`src/hdl/cle_pkg.sv`:
```
// cle_pkg: shared types and codes for the circular list engine
// used by circular_list_engine and tb; no dependencies
package cle_pkg;

    localparam int CAPACITY    = 64;
    localparam int MAX_RESULTS = 64;
    localparam int IDX_W       = $clog2(CAPACITY);
    localparam int CNT_W       = $clog2(CAPACITY + 1);
    localparam int VAL_W       = 32;

    localparam logic [3:0] CMD_CREATE     = 4'd0;
    localparam logic [3:0] CMD_INS_FIRST  = 4'd1;
    localparam logic [3:0] CMD_INS_BEFORE = 4'd2;
    localparam logic [3:0] CMD_INS_AFTER  = 4'd3;
    localparam logic [3:0] CMD_INS_LAST   = 4'd4;
    localparam logic [3:0] CMD_DELETE     = 4'd5;
    localparam logic [3:0] CMD_SEARCH     = 4'd6;
    localparam logic [3:0] CMD_UPDATE     = 4'd7;
    localparam logic [3:0] CMD_DISPLAY    = 4'd8;

    localparam logic [1:0] STAT_OK        = 2'd0;
    localparam logic [1:0] STAT_EMPTY     = 2'd1;
    localparam logic [1:0] STAT_NOT_FOUND = 2'd2;
    localparam logic [1:0] STAT_FULL      = 2'd3;

    typedef struct packed {
        logic [3:0]               cmd;
        logic                     start_new;
        logic signed [VAL_W-1:0]  key;
        logic signed [VAL_W-1:0]  new_value;
    } req_t;

    typedef struct packed {
        logic [1:0]               status;
        logic                     found;
        logic signed [VAL_W-1:0]  element;
        logic                     last;
    } rsp_t;

endpackage

```
`src/hdl/cle_ram.sv`:
```
// cle_ram: generic single write port, single read port ram with registered read
// no dependencies
module cle_ram #(
    parameter int WIDTH = 32,
    parameter int DEPTH = 64
) (
    input  logic                     clk,
    input  logic                     we,
    input  logic [$clog2(DEPTH)-1:0] waddr,
    input  logic [WIDTH-1:0]         wdata,
    input  logic [$clog2(DEPTH)-1:0] raddr,
    output logic [WIDTH-1:0]         rdata
);

    logic [WIDTH-1:0] mem [DEPTH];

    always_ff @(posedge clk)
    begin
        if (we)
        begin
            mem[waddr] <= wdata;
        end
        rdata <= mem[raddr];
    end

endmodule

```
`src/hdl/circular_list_engine.sv`:
```
// circular_list_engine: circular singly linked list kept in node memories
// depends on cle_pkg and cle_ram
//
// usage:
//   req channel carries one command transaction (req_valid / req_stall / req)
//   rsp channel returns results (rsp_valid / rsp_stall / rsp); every command
//   gives one result with last set, display gives one result per element
//   (at most 64), the final one carrying last
//   values and next links live in two ram blocks with registered reads
//   key lookups and display walk the list one node at a time (ram read, then
//   check); a lookup that writes passes through the write states before its
//   result, and simple inserts go from dispatch straight to the write states
//   one command is in flight at a time: req_stall is high until its last
//   result sits in the output register
//   a stalled result holds in the output register and the walk waits for it
//   reset empties the list at once; no clearing pass is needed
module circular_list_engine
    import cle_pkg::*;
(
    input  logic clk,
    input  logic rst_n,
    input  logic req_valid,
    output logic req_stall,
    input  req_t req,
    output logic rsp_valid,
    input  logic rsp_stall,
    output rsp_t rsp
);

    localparam logic [2:0] ST_IDLE = 3'd0;
    localparam logic [2:0] ST_DISP = 3'd1;
    localparam logic [2:0] ST_RD   = 3'd2;
    localparam logic [2:0] ST_CHK  = 3'd3;
    localparam logic [2:0] ST_W1   = 3'd4;
    localparam logic [2:0] ST_W2   = 3'd5;
    localparam logic [2:0] ST_RESP = 3'd6;

    logic [2:0]          state_reg, state_next;
    req_t                cmd_reg, cmd_next;
    logic [IDX_W-1:0]    node_reg, node_next;
    logic [IDX_W-1:0]    prev_reg, prev_next;
    logic [CNT_W-1:0]    idx_reg, idx_next;
    logic [IDX_W-1:0]    free_reg, free_comb;
    logic [IDX_W-1:0]    head_reg, head_next;
    logic [IDX_W-1:0]    tail_reg, tail_next;
    logic [CNT_W-1:0]    count_reg, count_next;
    logic [CAPACITY-1:0] in_use_reg, in_use_next;
    logic                out_valid_reg, out_valid_next;
    rsp_t                out_reg, out_next;
    logic [1:0]          status_reg, status_next;
    logic                found_reg, found_next;
    logic                we1_reg, we1_next, we2_reg, we2_next, vwe_reg, vwe_next;
    logic [IDX_W-1:0]    wa1_reg, wa1_next, wd1_reg, wd1_next;
    logic [IDX_W-1:0]    wa2_reg, wa2_next, wd2_reg, wd2_next;
    logic [IDX_W-1:0]    vwa_reg, vwa_next;

    logic                    link_we;
    logic [IDX_W-1:0]        link_wa, link_wd, link_rd;
    logic signed [VAL_W-1:0] val_rd;
    logic                    out_free, full, fin;
    logic [IDX_W-1:0]        n_sel;

    cle_ram #(.WIDTH(VAL_W), .DEPTH(CAPACITY)) u_values (
        .clk   (clk),
        .we    (vwe_reg && state_reg == ST_W1),
        .waddr (vwa_reg),
        .wdata (cmd_reg.new_value),
        .raddr (node_reg),
        .rdata (val_rd)
    );

    cle_ram #(.WIDTH(IDX_W), .DEPTH(CAPACITY)) u_links (
        .clk   (clk),
        .we    (link_we),
        .waddr (link_wa),
        .wdata (link_wd),
        .raddr (node_reg),
        .rdata (link_rd)
    );

    assign link_we = (state_reg == ST_W1) ? we1_reg : (state_reg == ST_W2) && we2_reg;
    assign link_wa = (state_reg == ST_W1) ? wa1_reg : wa2_reg;
    assign link_wd = (state_reg == ST_W1) ? wd1_reg : wd2_reg;

    // lowest free node
    always_comb
    begin
        free_comb = '0;
        for (int i = CAPACITY - 1; i >= 0; i--)
        begin
            if (!in_use_reg[i])
            begin
                free_comb = IDX_W'(i);
            end
        end
    end

    assign req_stall = (state_reg != ST_IDLE);
    assign rsp_valid = out_valid_reg;
    assign rsp       = out_reg;
    assign out_free  = !out_valid_reg || !rsp_stall;
    assign full      = (count_reg == CNT_W'(CAPACITY));
    assign fin       = (idx_reg + CNT_W'(1) == count_reg)
                    || (32'(idx_reg) + 32'd1 == 32'(MAX_RESULTS));
    assign n_sel     = free_reg;

    always_comb
    begin
        state_next     = state_reg;
        cmd_next       = cmd_reg;
        node_next      = node_reg;
        prev_next      = prev_reg;
        idx_next       = idx_reg;
        head_next      = head_reg;
        tail_next      = tail_reg;
        count_next     = count_reg;
        in_use_next    = in_use_reg;
        out_valid_next = out_valid_reg && rsp_stall;
        out_next       = out_reg;
        status_next    = status_reg;
        found_next     = found_reg;
        we1_next       = we1_reg;
        we2_next       = we2_reg;
        vwe_next       = vwe_reg;
        wa1_next       = wa1_reg;
        wd1_next       = wd1_reg;
        wa2_next       = wa2_reg;
        wd2_next       = wd2_reg;
        vwa_next       = vwa_reg;

        unique case (state_reg)
            ST_IDLE:
            begin
                if (req_valid)
                begin
                    cmd_next  = req;
                    state_next = ST_DISP;
                end
            end
            ST_DISP:
            begin
                status_next = STAT_OK;
                found_next  = 1'b0;
                we1_next    = 1'b0;
                we2_next    = 1'b0;
                vwe_next    = 1'b0;
                node_next   = head_reg;
                prev_next   = tail_reg;
                idx_next    = '0;
                state_next  = ST_RESP;
                if (cmd_reg.cmd > CMD_DISPLAY)
                begin
                    state_next = ST_RESP;
                end
                else if (cmd_reg.cmd == CMD_CREATE)
                begin
                    if (!cmd_reg.start_new && full)
                    begin
                        status_next = STAT_FULL;
                    end
                    else
                    begin
                        vwe_next   = 1'b1;
                        state_next = ST_W1;
                        tail_next  = cmd_reg.start_new ? IDX_W'(0) : n_sel;
                        if (cmd_reg.start_new || count_reg == '0)
                        begin
                            // first node links to itself
                            vwa_next    = tail_next;
                            head_next   = tail_next;
                            in_use_next = CAPACITY'(1) << tail_next;
                            count_next  = CNT_W'(1);
                            we1_next    = 1'b1;
                            wa1_next    = tail_next;
                            wd1_next    = tail_next;
                        end
                        else
                        begin
                            vwa_next    = n_sel;
                            in_use_next = in_use_reg | (CAPACITY'(1) << n_sel);
                            count_next  = count_reg + CNT_W'(1);
                            we1_next    = 1'b1;
                            wa1_next    = tail_reg;
                            wd1_next    = n_sel;
                            we2_next    = 1'b1;
                            wa2_next    = n_sel;
                            wd2_next    = head_reg;
                        end
                    end
                end
                else if (count_reg == '0)
                begin
                    status_next = STAT_EMPTY;
                end
                else if (cmd_reg.cmd == CMD_INS_FIRST || cmd_reg.cmd == CMD_INS_LAST)
                begin
                    if (full)
                    begin
                        status_next = STAT_FULL;
                    end
                    else
                    begin
                        vwe_next    = 1'b1;
                        vwa_next    = n_sel;
                        in_use_next = in_use_reg | (CAPACITY'(1) << n_sel);
                        count_next  = count_reg + CNT_W'(1);
                        we1_next    = 1'b1;
                        wa1_next    = tail_reg;
                        wd1_next    = n_sel;
                        we2_next    = 1'b1;
                        wa2_next    = n_sel;
                        wd2_next    = head_reg;
                        if (cmd_reg.cmd == CMD_INS_FIRST)
                        begin
                            head_next = n_sel;
                        end
                        else
                        begin
                            tail_next = n_sel;
                        end
                        state_next = ST_W1;
                    end
                end
                else
                begin
                    state_next = ST_RD;
                end
            end
            ST_RD:
            begin
                state_next = ST_CHK;
            end
            ST_CHK:
            begin
                if (cmd_reg.cmd == CMD_DISPLAY)
                begin
                    if (out_free)
                    begin
                        out_valid_next  = 1'b1;
                        out_next.status = STAT_OK;
                        out_next.found  = 1'b0;
                        out_next.element = val_rd;
                        out_next.last   = fin;
                        node_next       = link_rd;
                        idx_next        = idx_reg + CNT_W'(1);
                        state_next      = fin ? ST_IDLE : ST_RD;
                    end
                end
                else if (val_rd == cmd_reg.key)
                begin
                    state_next = ST_RESP;
                    case (cmd_reg.cmd) inside
                        CMD_INS_BEFORE, CMD_INS_AFTER:
                        begin
                            if (full)
                            begin
                                status_next = STAT_FULL;
                            end
                            else
                            begin
                                vwe_next    = 1'b1;
                                vwa_next    = n_sel;
                                in_use_next = in_use_reg | (CAPACITY'(1) << n_sel);
                                count_next  = count_reg + CNT_W'(1);
                                we1_next    = 1'b1;
                                we2_next    = 1'b1;
                                wa2_next    = n_sel;
                                wd1_next    = n_sel;
                                if (cmd_reg.cmd == CMD_INS_BEFORE)
                                begin
                                    wa1_next = prev_reg;
                                    wd2_next = node_reg;
                                    if (node_reg == head_reg)
                                    begin
                                        head_next = n_sel;
                                    end
                                end
                                else
                                begin
                                    wa1_next = node_reg;
                                    wd2_next = link_rd;
                                    if (node_reg == tail_reg)
                                    begin
                                        tail_next = n_sel;
                                    end
                                end
                                state_next = ST_W1;
                            end
                        end
                        CMD_DELETE:
                        begin
                            if (count_reg == CNT_W'(1))
                            begin
                                in_use_next = '0;
                                head_next   = '0;
                                tail_next   = '0;
                                count_next  = '0;
                            end
                            else
                            begin
                                we1_next = 1'b1;
                                wa1_next = prev_reg;
                                wd1_next = link_rd;
                                if (node_reg == head_reg)
                                begin
                                    head_next = link_rd;
                                end
                                if (node_reg == tail_reg)
                                begin
                                    tail_next = prev_reg;
                                end
                                in_use_next = in_use_reg & ~(CAPACITY'(1) << node_reg);
                                count_next  = count_reg - CNT_W'(1);
                                state_next  = ST_W1;
                            end
                        end
                        CMD_SEARCH:
                        begin
                            found_next = 1'b1;
                        end
                        default:
                        begin
                            vwe_next   = 1'b1;
                            vwa_next   = node_reg;
                            state_next = ST_W1;
                        end
                    endcase
                end
                else if (idx_reg + CNT_W'(1) >= count_reg)
                begin
                    status_next = STAT_NOT_FOUND;
                    state_next  = ST_RESP;
                end
                else
                begin
                    prev_next  = node_reg;
                    node_next  = link_rd;
                    idx_next   = idx_reg + CNT_W'(1);
                    state_next = ST_RD;
                end
            end
            ST_W1:
            begin
                state_next = ST_W2;
            end
            ST_W2:
            begin
                state_next = ST_RESP;
            end
            ST_RESP:
            begin
                if (out_free)
                begin
                    out_valid_next   = 1'b1;
                    out_next.status  = status_reg;
                    out_next.found   = found_reg;
                    out_next.element = '0;
                    out_next.last    = 1'b1;
                    state_next       = ST_IDLE;
                end
            end
            default:
            begin
                state_next = ST_IDLE;
            end
        endcase
    end

    always_ff @(posedge clk or negedge rst_n)
    begin
        if (!rst_n)
        begin
            state_reg     <= ST_IDLE;
            head_reg      <= '0;
            tail_reg      <= '0;
            count_reg     <= '0;
            in_use_reg    <= '0;
            out_valid_reg <= 1'b0;
        end
        else
        begin
            state_reg     <= state_next;
            head_reg      <= head_next;
            tail_reg      <= tail_next;
            count_reg     <= count_next;
            in_use_reg    <= in_use_next;
            out_valid_reg <= out_valid_next;
        end
    end

    always_ff @(posedge clk)
    begin
        cmd_reg    <= cmd_next;
        node_reg   <= node_next;
        prev_reg   <= prev_next;
        idx_reg    <= idx_next;
        free_reg   <= free_comb;
        out_reg    <= out_next;
        status_reg <= status_next;
        found_reg  <= found_next;
        we1_reg    <= we1_next;
        we2_reg    <= we2_next;
        vwe_reg    <= vwe_next;
        wa1_reg    <= wa1_next;
        wd1_reg    <= wd1_next;
        wa2_reg    <= wa2_next;
        wd2_reg    <= wd2_next;
        vwa_reg    <= vwa_next;
    end

`ifndef SYNTH
    a_count_bound: assert property (@(posedge clk) disable iff (!rst_n)
        count_reg <= CNT_W'(CAPACITY))
        else $error("element count above capacity");

    a_count_match: assert property (@(posedge clk) disable iff (!rst_n)
        32'($countones(in_use_reg)) == 32'(count_reg))
        else $error("in-use bits disagree with element count");

    a_busy_after_accept: assert property (@(posedge clk) disable iff (!rst_n)
        req_valid && !req_stall |=> state_reg == ST_DISP)
        else $error("accepted transaction not dispatched");
`endif

endmodule

```
`config.mk`:
```
export PLATFORM = sky130hd
export DESIGN_NAME = circular_list_engine
export DESIGN_NICKNAME = d
export VERILOG_FILES = /design/src/hdl/cle_pkg.sv /design/src/hdl/cle_ram.sv /design/src/hdl/circular_list_engine.sv
export SDC_FILE = /design/constraint.sdc
export NUM_CORES = 2
export LEC_CHECK = 0
export BUFFER_PORTS_ARGS = -buffer_cell sky130_fd_sc_hd__buf_2
export CAP_MARGIN = 10
export CORE_MARGIN = 4
export CORE_UTILIZATION = 35
export CTS_CLUSTER_SIZE = 40
export DETAILED_ROUTE_END_ITERATION = 6
export GPL_ROUTABILITY_DRIVEN = 0
export HOLD_SLACK_MARGIN = 0.12
export PLACE_DENSITY = 0.54
export RECOVER_POWER = 100
export REMOVE_ABC_BUFFERS = 1
export SLEW_MARGIN = 10
export SYNTH_ARGS = -nofsm -noshare
export SYNTH_HDL_FRONTEND = slang
export SYNTH_SLANG_ARGS = --single-unit
```
`constraint.sdc`:
```
create_clock -name clk -period 6.6 [get_ports clk]
set_input_delay 0.33 -clock clk [delete_from_list [all_inputs] [get_ports clk]]
set_output_delay 0.33 -clock clk [all_outputs]
set_load 0.02 [all_outputs]
```
* Word level (Yosys, flattened, before mapping)
Memories as Yosys holds them, arrays and structs flattened. A register that Yosys moved wholly into a read port is not among the register bits.
Index checks and enable logic that the tools add are counted.
** Storage, ports and cells
- Logic and storage cells :: 426
- Bits in writable memories :: 2432
- Memories :: 2
- Bits in latches :: 0
- ROM bits :: 0
- Flip-flop bits (word level) :: 253
** Memories
- u_values.mem :: depth 64, width 32, read ports 1, clocked after Yosys merged registers in 1, write ports 1, line cle_ram.sv:15 : logic [WIDTH-1:0] mem [DEPTH];
- u_links.mem :: depth 64, width 6, read ports 1, clocked after Yosys merged registers in 1, write ports 1, line cle_ram.sv:15
** Operators by class
- Div/mod/pow operators :: 0
- Multiplexer cells :: 279
- Multipliers :: 0
- Order comparisons :: 2
- Bitwise operators :: 3
- Add/subtract/negate cells :: 4
- Reduce and logical (&&, ||, !) cells :: 41
- Shift-type cells :: 3
- Equality and inequality tests :: 59
** Operator list (number)
- $mux 6 :: 133
- $mux 64 :: 12
- $shl 1x6->64 const A :: 3
- $pmux 64 s2 :: 1
- $mux 7 :: 16
- $mux 36 :: 3
- $pmux 6 s2 :: 9
- $mux 5 :: 16
- $pmux 36 s2 :: 1
- $and 64x64->64 :: 1
- $not 64->64 :: 1
- $or 64x64->64 :: 1
- $ne 3x3->1 const B :: 20
- $mux 3 :: 14
- $mux 2 :: 20
- $mux 1 :: 37
- $eq 32x32->1 :: 1
- $mux 4 :: 8
- $reduce_and 32->1 :: 1
- $pmux 7 s2 :: 2
- $reduce_and 9->1 :: 3
- $ne 2x2->1 const B :: 13
- $reduce_and 11->1 :: 2
- $pmux 3 s7 :: 1
- 39 further kinds :: 72

* Longest topological paths before layout
- Depth in word-level cells :: 63
- Gate-level depth with buffers :: 11

* Cells and area by module
From an unflattened synthesis, not the netlist that was laid out.
** Second synthesis, totals
- Cell total of the unflattened synthesis :: 5561
- Area, all modules :: 107703.3 sq um
** By module, submodules not included
- cle_ram at u_values :: times used 1, area each 79039.6 sq um, cells each 3511
- cle_ram at u_links :: times used 1, area each 15205.8 sq um, cells each 729
- circular_list_engine :: times used 1, area each 13457.9 sq um, cells each 1321

* Worst setup path after synthesis
Ideal clock, no wire load.
- Path kind :: register to register
- Start point :: register state_reg[1]
- End point :: register cmd_reg[0] (netlist bit), enable pin
- Cell stages (with the launch flop) :: 6
- Required time :: 6.103 ns
- Setup time :: 0.497 ns
- Clock period less this slack :: 4.797 ns
- Data arrival time :: 4.300 ns
- Path slack :: 1.803 ns
- Path through :: dfrtp_1 -> clkbuf_1 -> clkbuf_1 -> clkbuf_1 -> or3_1 -> nor2_1
** Between the ends
- Cells in the longest elaborated chain, start to end :: 2
** Ends and longest elaborated chain
- from (decl) :: line circular_list_engine.sv:38 : logic [2:0] state_reg, state_next;
- from (signal assigned) :: line circular_list_engine.sv:382 : state_reg <= state_next;
- $logic_not 3->1 :: line circular_list_engine.sv:131 : unique case (state_reg)
- $reduce_and 2->1 (no line)
- to (signal assigned) :: line circular_list_engine.sv:393 : cmd_reg <= cmd_next;
- to (decl) :: line circular_list_engine.sv:39 : req_t cmd_reg, cmd_next;
Every way passes these cells.
A chain may end at the register's enable or synchronous reset.

* Final worst setup path
- Start point :: register state_reg[1]
- End point :: memory u_values.mem[29][15], enable pin
** Between the ends
- Cells in the longest elaborated chain, start to end :: 4
** Ends and longest elaborated chain
- $eq 3x3->1 :: line circular_list_engine.sv:65 : .we (vwe_reg && state_reg == ST_W1),
- $logic_and 1x1->1 :: line circular_list_engine.sv:65
- $mux 1 :: line cle_ram.sv:19 : if (we)
- $mux 1 (implied by the code) :: line cle_ram.sv:21 : mem[waddr] <= wdata;
- to (decl) :: line cle_ram.sv:15
Every way passes these cells.

==> results.sh <==
export IMPL_vias_per_cell=5.472
export IMPL_largest_reg_flops=2048
export IMPL_holdWs_ns=0.1747
export IMPL_finalWirelength_um=289300
export IMPL_nNetsFinal=5449
export IMPL_grt_pass1_wl_um=410300
export IMPL_multi_input_area_um2=25050
export IMPL_reg2reg_depth=6
export IMPL_skew_ns=0.05758
export IMPL_final_core_util_pct=40.22
export IMPL_wl_per_cell_um=29.93
export IMPL_finalSetupViolCount=0
export IMPL_min_from="req[7]"
export IMPL_drt_pass1_iter_count=7
export IMPL_synth_seq_cells=2723
export IMPL_ctsHtreeMaxLevel=5
export IMPL_cts_buffers=289
export IMPL_ys_warn_count=0
export IMPL_syn_area_um2=107100
export IMPL_port_buffers=110
export IMPL_nFillCells=27000
export IMPL_status="finished, violations left"
export IMPL_violations="DRC, capacitance limit, slew limit"
export IMPL_switching_share_pct=30.34
export IMPL_cap_violations=105
export IMPL_reg2reg_slack_ns=1.25
export IMPL_fmax_mhz=187.0
export IMPL_min_path_cells=2
export IMPL_cts_root_buf="clkbuf_16"
export IMPL_drive_above_1_share_pct=24.40
export IMPL_comb_power_share_pct=26.4
export IMPL_die_height_um=561.2
export IMPL_min_period_ns=5.349
export IMPL_regArea_um2=80890
export IMPL_synth_edf_count=2592
export IMPL_drtIter0Drc=6223
export IMPL_synth_top_area_share_pct=72.66
export IMPL_clock_sinks=2723
export IMPL_worstPathArrival_ns=5.79
export IMPL_pre_cts_ws_ns=2.283
export IMPL_setup_slack_ns=1.251
export IMPL_path_class="register to register"
export IMPL_rsz0062_at_grt="no"
export IMPL_dp_hpwl_um=175800
export IMPL_die_x_um=561.2
export IMPL_seq_power_share_pct=42.7
export IMPL_path_clk_slew_ns=0.06
export IMPL_start_util_pct=35.26
export IMPL_finalInstanceArea_um2=122200
export IMPL_ir_drop_mv=0.3551
export IMPL_cp_start_kind="register"
export IMPL_core_area_um2=303800
export IMPL_grt_usage_pct=18.00
export IMPL_globalRoute_totalOverflow=0
export IMPL_io_pins=111
export IMPL_syn_area_per_cell_um2=21.39
export IMPL_clk_latency_ns=0.88
export IMPL_drtAntennaViolNets=0
export IMPL_power_mw=49.44
export IMPL_yosysSeqAreaShare_pct=75.51
export IMPL_antenna_found_initial=35
export IMPL_syn_inst=5008
export IMPL_final_common_cell="edfxtp_1"
export IMPL_grt_max_degree=126
export IMPL_ctsLongestPathBuffers=4
export IMPL_drc=4
export IMPL_reg2reg_from="state_reg[1]$_DFFE_PN0P_"
export IMPL_grt_pass1_vias=53347
export IMPL_areaGrowthSynthToFinish_pct=14.07
export IMPL_worstPathRequired_ns=7.04
export IMPL_post_cts_buffers=0
export IMPL_ys_types=77
export IMPL_synth_area_leaders="edfxtp_1, mux4_2, dfrtp_1, nor2_1, dfxtp_1"
export IMPL_ctsResizeCount=0
export IMPL_slew_headroom_pct=-185.0
export IMPL_tightestPinTransition_ns=4.274
export IMPL_placed_area_um2=113500
export IMPL_switchingPower_mw=15.00
export IMPL_hold_viol=0
export IMPL_cts_tree="done"
export IMPL_worstReg2RegEnd="u_values.mem[29][15]$_DFFE_PP_"
export IMPL_yosysTopAreaCell="edfxtp_1"
export IMPL_hold_end="cmd_reg[7]$_DFFE_PP_"
export IMPL_worstPathMaxFanout=27
export IMPL_powerDensity_nw_per_um2=404.6
export IMPL_ys_async_sr_fraction_pct=3.195
export IMPL_p_leak_nw=37.40
export IMPL_rows=202
export IMPL_maxSlewViolCount=4068
export IMPL_final_cell_mix="edfxtp_1, mux4_2, clkbuf_16"
export IMPL_p_int_mw=34.44
export IMPL_end_kind="register"
export IMPL_synthFlopType="edfxtp_1"
export IMPL_die_area_um2=315000
export IMPL_hp_class="primary input to register"
export IMPL_finalCritPeriodShare_pct=81.04
export IMPL_via_count=52904
export IMPL_power_frac_clock_pct=30.8
==> worst max-delay path by stage <==
stage,from,end,slack (ns),cells after the start
after floorplan,node_reg[0]$_DFFE_PP_,u_links.rdata[0]$_DFF_P_,-18.63,3
after global placement,u_values.rdata[7]$_DFF_P_,in_use_reg[10]$_DFFE_PN0P_,2.11,7
after detailed placement,state_reg[1]$_DFFE_PN0P_,u_values.mem[14][13]$_DFFE_PP_,2.28,7
after CTS,state_reg[1]$_DFFE_PN0P_,u_values.mem[14][22]$_DFFE_PP_,2.30,7
after global routing,state_reg[1]$_DFFE_PN0P_,u_values.mem[58][28]$_DFFE_PP_,1.03,7
final,state_reg[1]$_DFFE_PN0P_,u_values.mem[29][15]$_DFFE_PP_,1.25,6
==> timing repair <==
action	4_1_cts	5_1_grt
endpoints found under the setup margin	0	0
hold buffers	73	0
hold endpoints to repair	176	0
==> through the flow <==
step                instances  TNS [ns]
floorplan                4729  -2141.18
global placement         9069         0
detailed placement       9071         0
CTS                      9652         0
global route             9664         0
finish                   9668         0
==> synthesized netlist by cell type, drive strengths merged, types with 10 or more instances <==
cell type     n
o22ai        20
inv          36
dfxtp        44
and2         48
nand3        64
a22o         12
a211oi       11
nand2       203
nor2        261
mux2         26
nand2b       20
nand4        18
mux4        798
a21oi        80
mux2i        10
xnor2        17
dfrtp        87
or3          12
nor2b        12
o21a         25
a221oi       14
nor3         14
edfxtp     2592
o21ai        63
nor4         12
clkbuf      170
xor2         34
a2bb2oi      42
buf         109
o221ai       38
ha           12
==> critical path: stages, from the launching register on <==
cell and delay (ns):
dfrtp_1 0.70, nor3b_4 0.28, buf_4 0.39, and3_1 0.29, nand2_1 0.35, nor2_1 1.72
clkbuf_1 1.18
==> power by group through the flow <==
stage          sequential (mW)  combinational, mW  clock [mW]
6_report                  21.1               13.1        15.3
5_1_grt                   21.2               13.8        16.3
4_1_cts                   21.0               13.4        15.6
3_5_place_dp              21.4               13.3           0
3_3_place_gp              21.3               13.3           0
2_1_floorplan             22.1               7.52           0
==> kinds of logic (layout without fill, tap and decap cells) <==
logic type | Yosys count | after routing | synth area share [%]
other | 0 | 7 | 0
AOI/OAI and AO/OA | 368 | 368 | 2.446
DFF | 2723 | 2723 | 75.51
adders and majority gates | 12 | 12 | 0.1402
buffers and inverters | 315 | 888 | 1.266
and+or+nand+nor | 705 | 705 | 3.072
xor gates and xnor gates | 51 | 51 | 0.4170
muxes | 834 | 834 | 17.15
==> layout make-up <==
class / instances / share of cell area (%)
flip-flops and latches: 2723 / 66.20
multi-input cells: 1970 / 20.50
clock buffers: 377 / 6.351
well taps: 4080 / 4.178
repair buffers: 344 / 1.881
clock inverters: 131 / 0.7710
inverters: 36 / 0.1106
diodes: 7 / 0.01433
==> layer usage <==
layer | vias to the layer above | GRT usage (%) | routed length [um]
li1 | 21715 | - | -
met1 | 28826 | 25.33 | 120900
met2 | 1987 | 29.58 | 143000
met3 | 374 | 2.718 | 18390
met4 | 2 | 4.309 | 6769
met5 | - | 0 | 229
Note: power is estimated with default switching activity, not from simulation.
